===== config.mk =====
export PLATFORM = sky130hd
export DESIGN_NAME = rsa_modular_exponentiation
export DESIGN_NICKNAME = d
export VERILOG_FILES = /design/src/hdl/rme_pkg.sv /design/src/hdl/rme_modred.sv /design/src/hdl/rme_mulmod.sv /design/src/hdl/rsa_modular_exponentiation.sv
export SDC_FILE = /design/constraint.sdc
export NUM_CORES = 2
export LEC_CHECK = 0
export BUFFER_PORTS_ARGS = -buffer_cell sky130_fd_sc_hd__buf_2
export CORE_AREA = 4 4 303 305
export CTS_CLUSTER_SIZE = 8
export DETAILED_ROUTE_END_ITERATION = 8
export DIE_AREA = 0 0 307 309
export HOLD_SLACK_MARGIN = 0.05
export PLACE_DENSITY = 0.54
export SYNTH_ARGS = -nofsm -noshare
export SYNTH_HDL_FRONTEND = slang
export SYNTH_HIERARCHICAL = 1
export SYNTH_SLANG_ARGS = --single-unit

===== constraint.sdc =====
create_clock -name i_clk -period 5.1 [get_ports i_clk]
set_clock_uncertainty 0.05 [all_clocks]
set_input_delay 0.255 -clock i_clk [delete_from_list [all_inputs] [get_ports i_clk]]
set_output_delay 0.255 -clock i_clk [all_outputs]
set_load 0.005 [all_outputs]

===== src/hdl/rme_pkg.sv =====
// shared types and constants for the modular exponentiation block
package rme_pkg;

    localparam int VALUE_BITS     = 32;
    localparam int VALUE_CNT_BITS = 5;
    localparam int EXP_BITS       = 32;
    localparam int CFG_INDEX_BITS = 2;
    localparam int CFG_DATA_BITS  = 32;
    localparam int BYTE_BITS      = 8;

    localparam logic [CFG_INDEX_BITS-1:0] CFG_MODULUS          = 2'd0;
    localparam logic [CFG_INDEX_BITS-1:0] CFG_PUBLIC_EXPONENT  = 2'd1;
    localparam logic [CFG_INDEX_BITS-1:0] CFG_PRIVATE_EXPONENT = 2'd2;

    localparam logic FUNC_ENCRYPT = 1'b0;
    localparam logic FUNC_DECRYPT = 1'b1;

    typedef struct packed {
        logic                  func;
        logic [VALUE_BITS-1:0] value;
        logic                  last_item;
    } t_in_item;

    typedef struct packed {
        logic [VALUE_BITS-1:0] result;
        logic                  last_out;
    } t_out_item;

endpackage


===== src/hdl/rme_modred.sv =====
// bit-serial reduction of a 32-bit operand modulo n, one operand bit per cycle
module rme_modred #(
    parameter int WIDTH = 32
) (
    input  logic                            i_clk,
    input  logic                            i_rst_n,
    input  logic                            i_start,
    input  logic [rme_pkg::VALUE_BITS-1:0]  i_value,
    input  logic [WIDTH-1:0]                i_modulus,
    output logic                            o_done,
    output logic [WIDTH-1:0]                o_rem
);

    logic                               r_busy;
    logic                               r_done;
    logic [rme_pkg::VALUE_CNT_BITS-1:0] r_cnt;
    logic [rme_pkg::VALUE_BITS-1:0]     r_shift;
    logic [WIDTH-1:0]                   r_rem;
    logic [WIDTH:0]                     shifted;
    logic [WIDTH:0]                     wide_mod;
    logic [WIDTH-1:0]                   n_rem;

    always_comb begin
        shifted  = {r_rem, r_shift[rme_pkg::VALUE_BITS-1]};
        wide_mod = {1'b0, i_modulus};
        if ((i_modulus != '0) && (shifted >= wide_mod)) begin
            n_rem = WIDTH'(shifted - wide_mod);
        end else begin
            n_rem = shifted[WIDTH-1:0];
        end
    end

    always_ff @(posedge i_clk) begin
        if (!i_rst_n) begin
            r_busy <= 1'b0;
            r_done <= 1'b0;
        end else begin
            r_done <= 1'b0;
            if (i_start) begin
                r_busy <= 1'b1;
            end else if (r_busy && (r_cnt == '0)) begin
                r_busy <= 1'b0;
                r_done <= 1'b1;
            end
        end
    end

    always_ff @(posedge i_clk) begin
        if (i_start) begin
            r_shift <= i_value;
            r_rem   <= '0;
            r_cnt   <= rme_pkg::VALUE_CNT_BITS'(rme_pkg::VALUE_BITS - 1);
        end else if (r_busy) begin
            r_shift <= {r_shift[rme_pkg::VALUE_BITS-2:0], 1'b0};
            r_rem   <= n_rem;
            r_cnt   <= r_cnt - 1'b1;
        end
    end

    assign o_done = r_done;
    assign o_rem  = r_rem;

endmodule


===== src/hdl/rme_mulmod.sv =====
// bit-serial modular multiplier, multiplier scanned lsb first, one bit per cycle
module rme_mulmod #(
    parameter int WIDTH = 32
) (
    input  logic             i_clk,
    input  logic             i_rst_n,
    input  logic             i_start,
    input  logic [WIDTH-1:0] i_a,
    input  logic [WIDTH-1:0] i_b,
    input  logic [WIDTH-1:0] i_modulus,
    output logic             o_done,
    output logic [WIDTH-1:0] o_product
);

    localparam int CW = $clog2(WIDTH);

    logic             r_busy;
    logic             r_done;
    logic [CW-1:0]    r_cnt;
    logic [WIDTH-1:0] r_a;
    logic [WIDTH-1:0] r_b;
    logic [WIDTH-1:0] r_acc;
    logic [WIDTH:0]   wide_mod;
    logic [WIDTH:0]   sum_acc;
    logic [WIDTH:0]   sum_dbl;
    logic [WIDTH-1:0] n_acc;
    logic [WIDTH-1:0] n_a;
    logic             reduce_on;

    always_comb begin
        wide_mod  = {1'b0, i_modulus};
        reduce_on = (i_modulus != '0);
        sum_acc   = {1'b0, r_acc} + {1'b0, r_a};
        sum_dbl   = {r_a, 1'b0};
        if (reduce_on && (sum_acc >= wide_mod)) begin
            n_acc = WIDTH'(sum_acc - wide_mod);
        end else begin
            n_acc = sum_acc[WIDTH-1:0];
        end
        if (reduce_on && (sum_dbl >= wide_mod)) begin
            n_a = WIDTH'(sum_dbl - wide_mod);
        end else begin
            n_a = sum_dbl[WIDTH-1:0];
        end
    end

    always_ff @(posedge i_clk) begin
        if (!i_rst_n) begin
            r_busy <= 1'b0;
            r_done <= 1'b0;
        end else begin
            r_done <= 1'b0;
            if (i_start) begin
                r_busy <= 1'b1;
            end else if (r_busy && (r_cnt == '0)) begin
                r_busy <= 1'b0;
                r_done <= 1'b1;
            end
        end
    end

    always_ff @(posedge i_clk) begin
        if (i_start) begin
            r_a   <= i_a;
            r_b   <= i_b;
            r_acc <= '0;
            r_cnt <= CW'(WIDTH - 1);
        end else if (r_busy) begin
            if (r_b[0]) begin
                r_acc <= n_acc;
            end
            r_a   <= n_a;
            r_b   <= {1'b0, r_b[WIDTH-1:1]};
            r_cnt <= r_cnt - 1'b1;
        end
    end

    assign o_done    = r_done;
    assign o_product = r_acc;

endmodule


===== src/hdl/rsa_modular_exponentiation.sv =====
// top level: rsa square-and-multiply exponentiation with config registers
// exponent below two: the operand passes from S_IDLE to S_FINISH and on to the output register
// otherwise the operand is first reduced bit-serially modulo n, then one serial multiply pair
// runs per exponent bit, over L bits, L the bit length of the exponent
// one item in flight; the next input transfer can come in the cycle after the result is loaded
// synchronous active-low reset clears control and loads modulus 1 and zero exponents
module rsa_modular_exponentiation #(
    parameter int MODULUS_BITS = 32
) (
    input  logic                                i_clk,
    input  logic                                i_rst_n,
    input  logic                                i_in_valid,
    output logic                                o_in_ready,
    input  rme_pkg::t_in_item                   i_in,
    output logic                                o_out_valid,
    input  logic                                i_out_ready,
    output rme_pkg::t_out_item                  o_out,
    input  logic                                i_cfg_we,
    input  logic [rme_pkg::CFG_INDEX_BITS-1:0]  i_cfg_index,
    input  logic [rme_pkg::CFG_DATA_BITS-1:0]   i_cfg_data
);

    localparam int W  = MODULUS_BITS;
    localparam int EW = (W > rme_pkg::VALUE_BITS) ? W : rme_pkg::VALUE_BITS;

    typedef enum logic [4:0] {
        S_IDLE   = 5'b00001,
        S_REDUCE = 5'b00010,
        S_LAUNCH = 5'b00100,
        S_POW    = 5'b01000,
        S_FINISH = 5'b10000
    } t_state;

    t_state                            r_state;
    logic [W-1:0]                      r_modulus;
    logic [rme_pkg::EXP_BITS-1:0]      r_pub_exp;
    logic [rme_pkg::EXP_BITS-1:0]      r_priv_exp;
    logic                              r_func;
    logic                              r_last;
    logic                              r_pass;
    logic [rme_pkg::VALUE_BITS-1:0]    r_operand;
    logic [rme_pkg::EXP_BITS-1:0]      r_exp;
    logic [W-1:0]                      r_acc;
    logic [W-1:0]                      r_base;
    logic                              r_out_valid;
    rme_pkg::t_out_item                r_out;

    logic                              in_xfer;
    logic [rme_pkg::EXP_BITS-1:0]      sel_exp;
    logic [rme_pkg::VALUE_BITS-1:0]    sel_operand;
    logic                              sel_pass;
    logic                              red_start;
    logic                              red_done;
    logic [W-1:0]                      red_rem;
    logic                              mul_start;
    logic                              acc_done;
    logic                              sq_done;
    logic [W-1:0]                      acc_prod;
    logic [W-1:0]                      sq_prod;
    logic [EW-1:0]                     acc_ext;
    logic [EW-1:0]                     cfg_ext;
    logic [rme_pkg::VALUE_BITS-1:0]    res_word;
    logic                              out_load;

    assign o_in_ready = (r_state == S_IDLE);
    assign in_xfer    = i_in_valid && o_in_ready;

    always_comb begin
        if (i_in.func == rme_pkg::FUNC_DECRYPT) begin
            sel_exp     = r_priv_exp;
            sel_operand = i_in.value;
        end else begin
            sel_exp     = r_pub_exp;
            sel_operand = {{(rme_pkg::VALUE_BITS-rme_pkg::BYTE_BITS){1'b0}},
                           i_in.value[rme_pkg::BYTE_BITS-1:0]};
        end
        sel_pass = (sel_exp[rme_pkg::EXP_BITS-1:1] == '0);
    end

    assign red_start = in_xfer && !sel_pass;
    assign mul_start = (r_state == S_LAUNCH);
    assign cfg_ext   = EW'(i_cfg_data);
    assign acc_ext   = EW'(r_acc);

    always_comb begin
        if (r_pass) begin
            res_word = r_operand;
        end else begin
            res_word = acc_ext[rme_pkg::VALUE_BITS-1:0];
        end
        if (r_func == rme_pkg::FUNC_DECRYPT) begin
            res_word = {{(rme_pkg::VALUE_BITS-rme_pkg::BYTE_BITS){1'b0}},
                        res_word[rme_pkg::BYTE_BITS-1:0]};
        end
    end

    assign out_load = (r_state == S_FINISH) && (!r_out_valid || i_out_ready);

    rme_modred #(
        .WIDTH(W)
    ) u_modred (
        .i_clk     (i_clk),
        .i_rst_n   (i_rst_n),
        .i_start   (red_start),
        .i_value   (sel_operand),
        .i_modulus (r_modulus),
        .o_done    (red_done),
        .o_rem     (red_rem)
    );

    rme_mulmod #(
        .WIDTH(W)
    ) u_mul_acc (
        .i_clk     (i_clk),
        .i_rst_n   (i_rst_n),
        .i_start   (mul_start),
        .i_a       (r_acc),
        .i_b       (r_base),
        .i_modulus (r_modulus),
        .o_done    (acc_done),
        .o_product (acc_prod)
    );

    rme_mulmod #(
        .WIDTH(W)
    ) u_mul_sq (
        .i_clk     (i_clk),
        .i_rst_n   (i_rst_n),
        .i_start   (mul_start),
        .i_a       (r_base),
        .i_b       (r_base),
        .i_modulus (r_modulus),
        .o_done    (sq_done),
        .o_product (sq_prod)
    );

    // configuration registers
    always_ff @(posedge i_clk) begin
        if (!i_rst_n) begin
            r_modulus  <= W'(1);
            r_pub_exp  <= '0;
            r_priv_exp <= '0;
        end else if (i_cfg_we) begin
            unique case (i_cfg_index)
                rme_pkg::CFG_MODULUS:          r_modulus  <= cfg_ext[W-1:0];
                rme_pkg::CFG_PUBLIC_EXPONENT:  r_pub_exp  <= i_cfg_data;
                rme_pkg::CFG_PRIVATE_EXPONENT: r_priv_exp <= i_cfg_data;
                default: ;
            endcase
        end
    end

    // sequencer
    always_ff @(posedge i_clk) begin
        if (!i_rst_n) begin
            r_state <= S_IDLE;
        end else begin
            unique case (r_state)
                S_IDLE: begin
                    if (in_xfer) begin
                        r_state <= sel_pass ? S_FINISH : S_REDUCE;
                    end
                end
                S_REDUCE: begin
                    if (red_done) begin
                        r_state <= S_LAUNCH;
                    end
                end
                S_LAUNCH: begin
                    r_state <= S_POW;
                end
                S_POW: begin
                    if (acc_done && sq_done) begin
                        r_state <= (r_exp[rme_pkg::EXP_BITS-1:1] == '0) ? S_FINISH : S_LAUNCH;
                    end
                end
                S_FINISH: begin
                    if (out_load) begin
                        r_state <= S_IDLE;
                    end
                end
                default: r_state <= S_IDLE;
            endcase
        end
    end

    // working registers
    always_ff @(posedge i_clk) begin
        if (in_xfer) begin
            r_func    <= i_in.func;
            r_last    <= i_in.last_item;
            r_pass    <= sel_pass;
            r_operand <= sel_operand;
            r_exp     <= sel_exp;
        end
        if ((r_state == S_REDUCE) && red_done) begin
            r_base <= red_rem;
            r_acc  <= (r_modulus == W'(1)) ? '0 : W'(1);
        end
        if ((r_state == S_POW) && acc_done && sq_done) begin
            if (r_exp[0]) begin
                r_acc <= acc_prod;
            end
            r_base <= sq_prod;
            r_exp  <= {1'b0, r_exp[rme_pkg::EXP_BITS-1:1]};
        end
    end

    // output register
    always_ff @(posedge i_clk) begin
        if (!i_rst_n) begin
            r_out_valid <= 1'b0;
        end else if (out_load) begin
            r_out_valid <= 1'b1;
        end else if (i_out_ready) begin
            r_out_valid <= 1'b0;
        end
    end

    always_ff @(posedge i_clk) begin
        if (out_load) begin
            r_out.result   <= res_word;
            r_out.last_out <= r_last;
        end
    end

    assign o_out_valid = r_out_valid;
    assign o_out       = r_out;

endmodule


==> results.tsv <==
stage	metric	value	unit
sta	Setup Viol. Count Final	0	
critical_path	Worst Setup SP	u_mul_sq/r_a[0]	
critical_path	CP Capture Point	u_mul_sq/o_product[25]	
global_routing	global-route wire length before repair	174000	um
sta	Total Neg Setup Slack	0	ns
sta	Slew Limit Fails	0	
synthesis	Post-synth EDFFs	291	
min_path	Worst Hold Class	in2reg	
route	drt total wl	116000	um
critical_path	Worst Path Required	5.52	ns
power_and_ir_drop	Worst VDD drop	0.251	mV
synthesis	synthesized flop and latch total	543	
global_routing	vias in the first global route	28900	
floorplan	core box area	89300	um2
route	Vias	30000	
floorplan	DIE AREA	94900	um2
route	drt pass-1 iters	6	
flow_run	max_cap viols	0	
finish	layout cells sized above 1	14.4	%
sta	ratio of final minimum period to clock period	99.6	%
power_and_ir_drop	Power Total	17100	uW
sta	Max Clock Freq	0.197	GHz
sta	Slew Limit Headroom	23.6	%
critical_path	crit-path max FO	8	
sta	Final WS setup	0.0209	ns
sta	worst-margin pin slew	1.15	ns
floorplan	die width	307	um
floorplan	Initial Util	39.7	%
cts	Worst-path clk slew	0.05	ns
floorplan	FP Rows	110	
cts	Max H-tree Level	3	
critical_path	crit path capture type	register	
placed_design	hpwl dp	84700	um
floorplan	die height	309	um
sta	Hold Slack	0.139	ns
critical_path	Crit Path Category	reg2reg	
route	Vias/cell	5.66	
route	DRC Markers	0	
finish	FF+latch area	13800	um2
cts	clk buf depth	3	
route	initial drt markers	2131	
synthesis	Yosys warnings	6	
sta	Period minus WS final	5.08	ns
finish	fill count	8571	
critical_path	R2R cell count	19	
synthesis	Main synth FF type	edfxtp_1	
critical_path	reg2reg setup slack	0.02	ns
placed_design	Port Buffers	107	
route	post-route ant nets	0	
cts	Clock Root Buffer	clkbuf_16	
power_and_ir_drop	Static Leak	0.0162	uW
cts	Clock Latency Late Sink	0.65	ns
cts	CTS buffer count	79	
run_status	outcome	finished clean	
critical_path	slowest stage cell, crit path	o41ai_4	
global_routing	GR Util All Layers	23.5	%
synthesis	post-synthesis async set-or-reset flop share	0	%
finish	fin nets	4377	
sta	RSZ-0062 raised after global routing	yes	
placed_design	pre-CTS WS	-0.0851	ns
global_routing	GRT overflow	0	
synthesis	post-synthesis cell type count	115	
global_routing	initial antenna violation count	4	
finish	P&R area growth vs syn	16.5	%
critical_path	Levels on crit path	19	
cts	total number of clock tree sinks	543	
critical_path	slowest cell delay on critical path	0.48	ns
power_and_ir_drop	Power Dens Cells	413	nW/um2
critical_path	crit path DAT	5.49	ns
critical_path	Worst R2R End	u_mul_sq/o_product[25]	
critical_path	critical path's top delay family	compound AO/OA/AOI/OAI gates	
synthesis	synthesized instance count	3842	
finish	area of the multi-input gates	20600	um2
synthesis	Synth Area per Inst	9.23	um2
critical_path	FF-to-FF Start	u_mul_sq/r_a[0]	
synthesis	Post-Syn Nets	4149	
critical_path	Worst setup SP type	register	
placed_design	Placer Congestion	0.906	
global_routing	largest net degree at the start of global routing	120	
critical_path	critical path cell sequence	ha_2 > fa_2 > a211oi_2 > o21a_1 > and2_4 > nor2_2 > or3_4 > a221oi_4 > xnor2_2 > ha_1 > buf_6 > o21ai_2 > a22o_1 > o41ai_4 > a31oi_2 > o22ai_4 > clkbuf_16 > mux2i_1 > a211oi_1	
route	wire per inst	21.8	um
critical_path	WP buf/inv	2	
floorplan	IO Count	108	
sta	Final Hold Vio Count	0	
synthesis	sequential share of the synthesized area	38.9	%
synthesis	synthesized area	35500	um2
cts	CTS tree	built	
[synth_stat cells, types with 12 or more instances]
master	number	area [um2]
nor2b_1	34	213
a221oi_1	13	114
a21oi_1	363	1820
a21o_1	109	818
a211oi_1	74	556
nor3_1	46	230
xnor2_1	117	1020
nand3_1	69	345
nand2_1	482	1810
o211ai_1	35	263
o31a_1	12	105
nor2_1	237	890
mux2i_1	173	1730
and3_1	24	150
or3_1	14	87.6
and2_1	50	313
o21ai_1	82	410
nor4_1	57	357
nand2b_1	45	282
a31oi_1	24	150
o21a_1	39	293
buf_6	12	135
nand4_1	41	257
o21ai_0	151	756
mux2_2	105	1180
xor2_1	66	578
o21bai_1	28	210
buf_2	30	150
ha_1	227	2840
dfxtp_1	252	5040
inv_1	163	612
clkbuf_1	116	435
edfxtp_1	291	8740
mux2_1	32	360
[worst reg2reg max path: stages (launching register included)]
cell       delay (ns)
edfxtp_1         0.40
ha_2             0.21
fa_2             0.36
a211oi_2         0.23
o21a_1           0.23
and2_4           0.17
nor2_2           0.04
or3_4            0.37
a221oi_4         0.30
xnor2_2          0.12
ha_1             0.32
buf_6            0.11
o21ai_2          0.05
a22o_1           0.28
o41ai_4          0.48
a31oi_2          0.19
o22ai_4          0.42
clkbuf_16        0.27
mux2i_1          0.20
a211oi_1         0.09
[power by group]
part	total (uW)	internal (uW)	switching, uW	leakage (uW)
registers	5610	5180	426	0.00477
logic	6410	2820	3590	0.0103
clock network	5030	2980	2050	0.00111
total	17100	11000	6070	0.0162
[cells by family after synthesis]
| kind of cell | after synthesis | share of synthesized area [%] |
|---|---|---|
| adder cells (fa/ha/maj) | 234 | 8.40 |
| buffers and inverters | 346 | 4.28 |
| flip-flops | 543 | 38.9 |
| AND/OR/NAND/NOR | 1170 | 15.6 |
| AO/OA/AOI/OAI | 1056 | 19.1 |
| multiplexers | 310 | 9.23 |
| XOR/XNOR | 183 | 4.52 |
[registers in the layout (all words and copies together) (netlist names), 5 cells and up]
signal / flops
u_mul_acc/r_a: 32
r_state: 5
u_mul_sq/o_product: 32
r_exp: 32
u_mul_sq/r_b: 32
u_mul_acc/o_product: 32
u_mul_acc/r_cnt: 5
r_priv_exp: 32
u_modred/r_cnt: 5
u_modred/r_shift: 32
u_modred/o_rem: 32
r_pub_exp: 32
r_base: 32
u_mul_acc/r_b: 32
r_modulus: 32
acc_ext: 32
u_mul_sq/r_cnt: 5
r_operand: 32
u_mul_sq/r_a: 32
o_out: 33
[cell usage in the layout (no fill, tap or decap), types with 115 or more instances in the layout]
cell	n
nand2_1	477
a21oi_1	355
edfxtp_1	291
dfxtp_1	251
nor2_1	232
ha_1	218
mux2i_1	172
inv_1	162
o21ai_0	145
buf_4	139
xnor2_1	115
[routing by layer]
metal | vias to the layer above | track usage [%] | share of wire [%]
met2 | 911 | 37.8 | 45
met5 | - | 0 | 0
li1 | 14500 | - | -
met1 | 14400 | 32.0 | 45
met4 | 0 | 9.49 | 4.2
met3 | 216 | 3.48 | 5.3
[metrics by stage]
step	area, um2	utilization [%]	std cells
2_1_floorplan	35500	-	3842
3_3_place_gp	37700	42.2	5081
3_5_place_dp	37700	42.2	5081
4_1_cts	40800	45.7	5293
5_1_grt	41300	46.2	5306
6_report	41300	46.3	5308
[worst min path at each step]
stage | slack, ns | from | cells after the start | to
detailed placement | 0.37 | r_last | 0 | o_out[0]
CTS | 0.11 | i_cfg_index[1] | 4 | r_pub_exp[28]
global placement | 0.36 | r_last | 0 | o_out[0]
global route | 0.17 | i_cfg_index[1] | 4 | r_pub_exp[18]
finish | 0.14 | i_cfg_index[1] | 4 | r_pub_exp[28]
floorplan | 0.28 | i_rst_n | 1 | r_modulus[0]
[layout make-up]
class | count | area share (%)
Multi-Input combinational cell | 2953 | 49.8
Sequential cell | 543 | 33.4
Timing Repair Buffer | 327 | 6.07
Clock buffer | 135 | 5.42
Tap cell | 1176 | 3.56
Inverter | 166 | 1.53
Clock inverter | 6 | 0.224
Antenna cell | 2 | 0.0121
[repair_timing]
item	in CTS	in global routing
setup endpoints to repair	38	64
pin swaps	3	29
hold buffers	68	0
resized for setup	7	77
hold endpoints to repair	161	0
gates cloned	0	5
buffers inserted	3	8
Note: power is estimated with default switching activity, not from simulation.
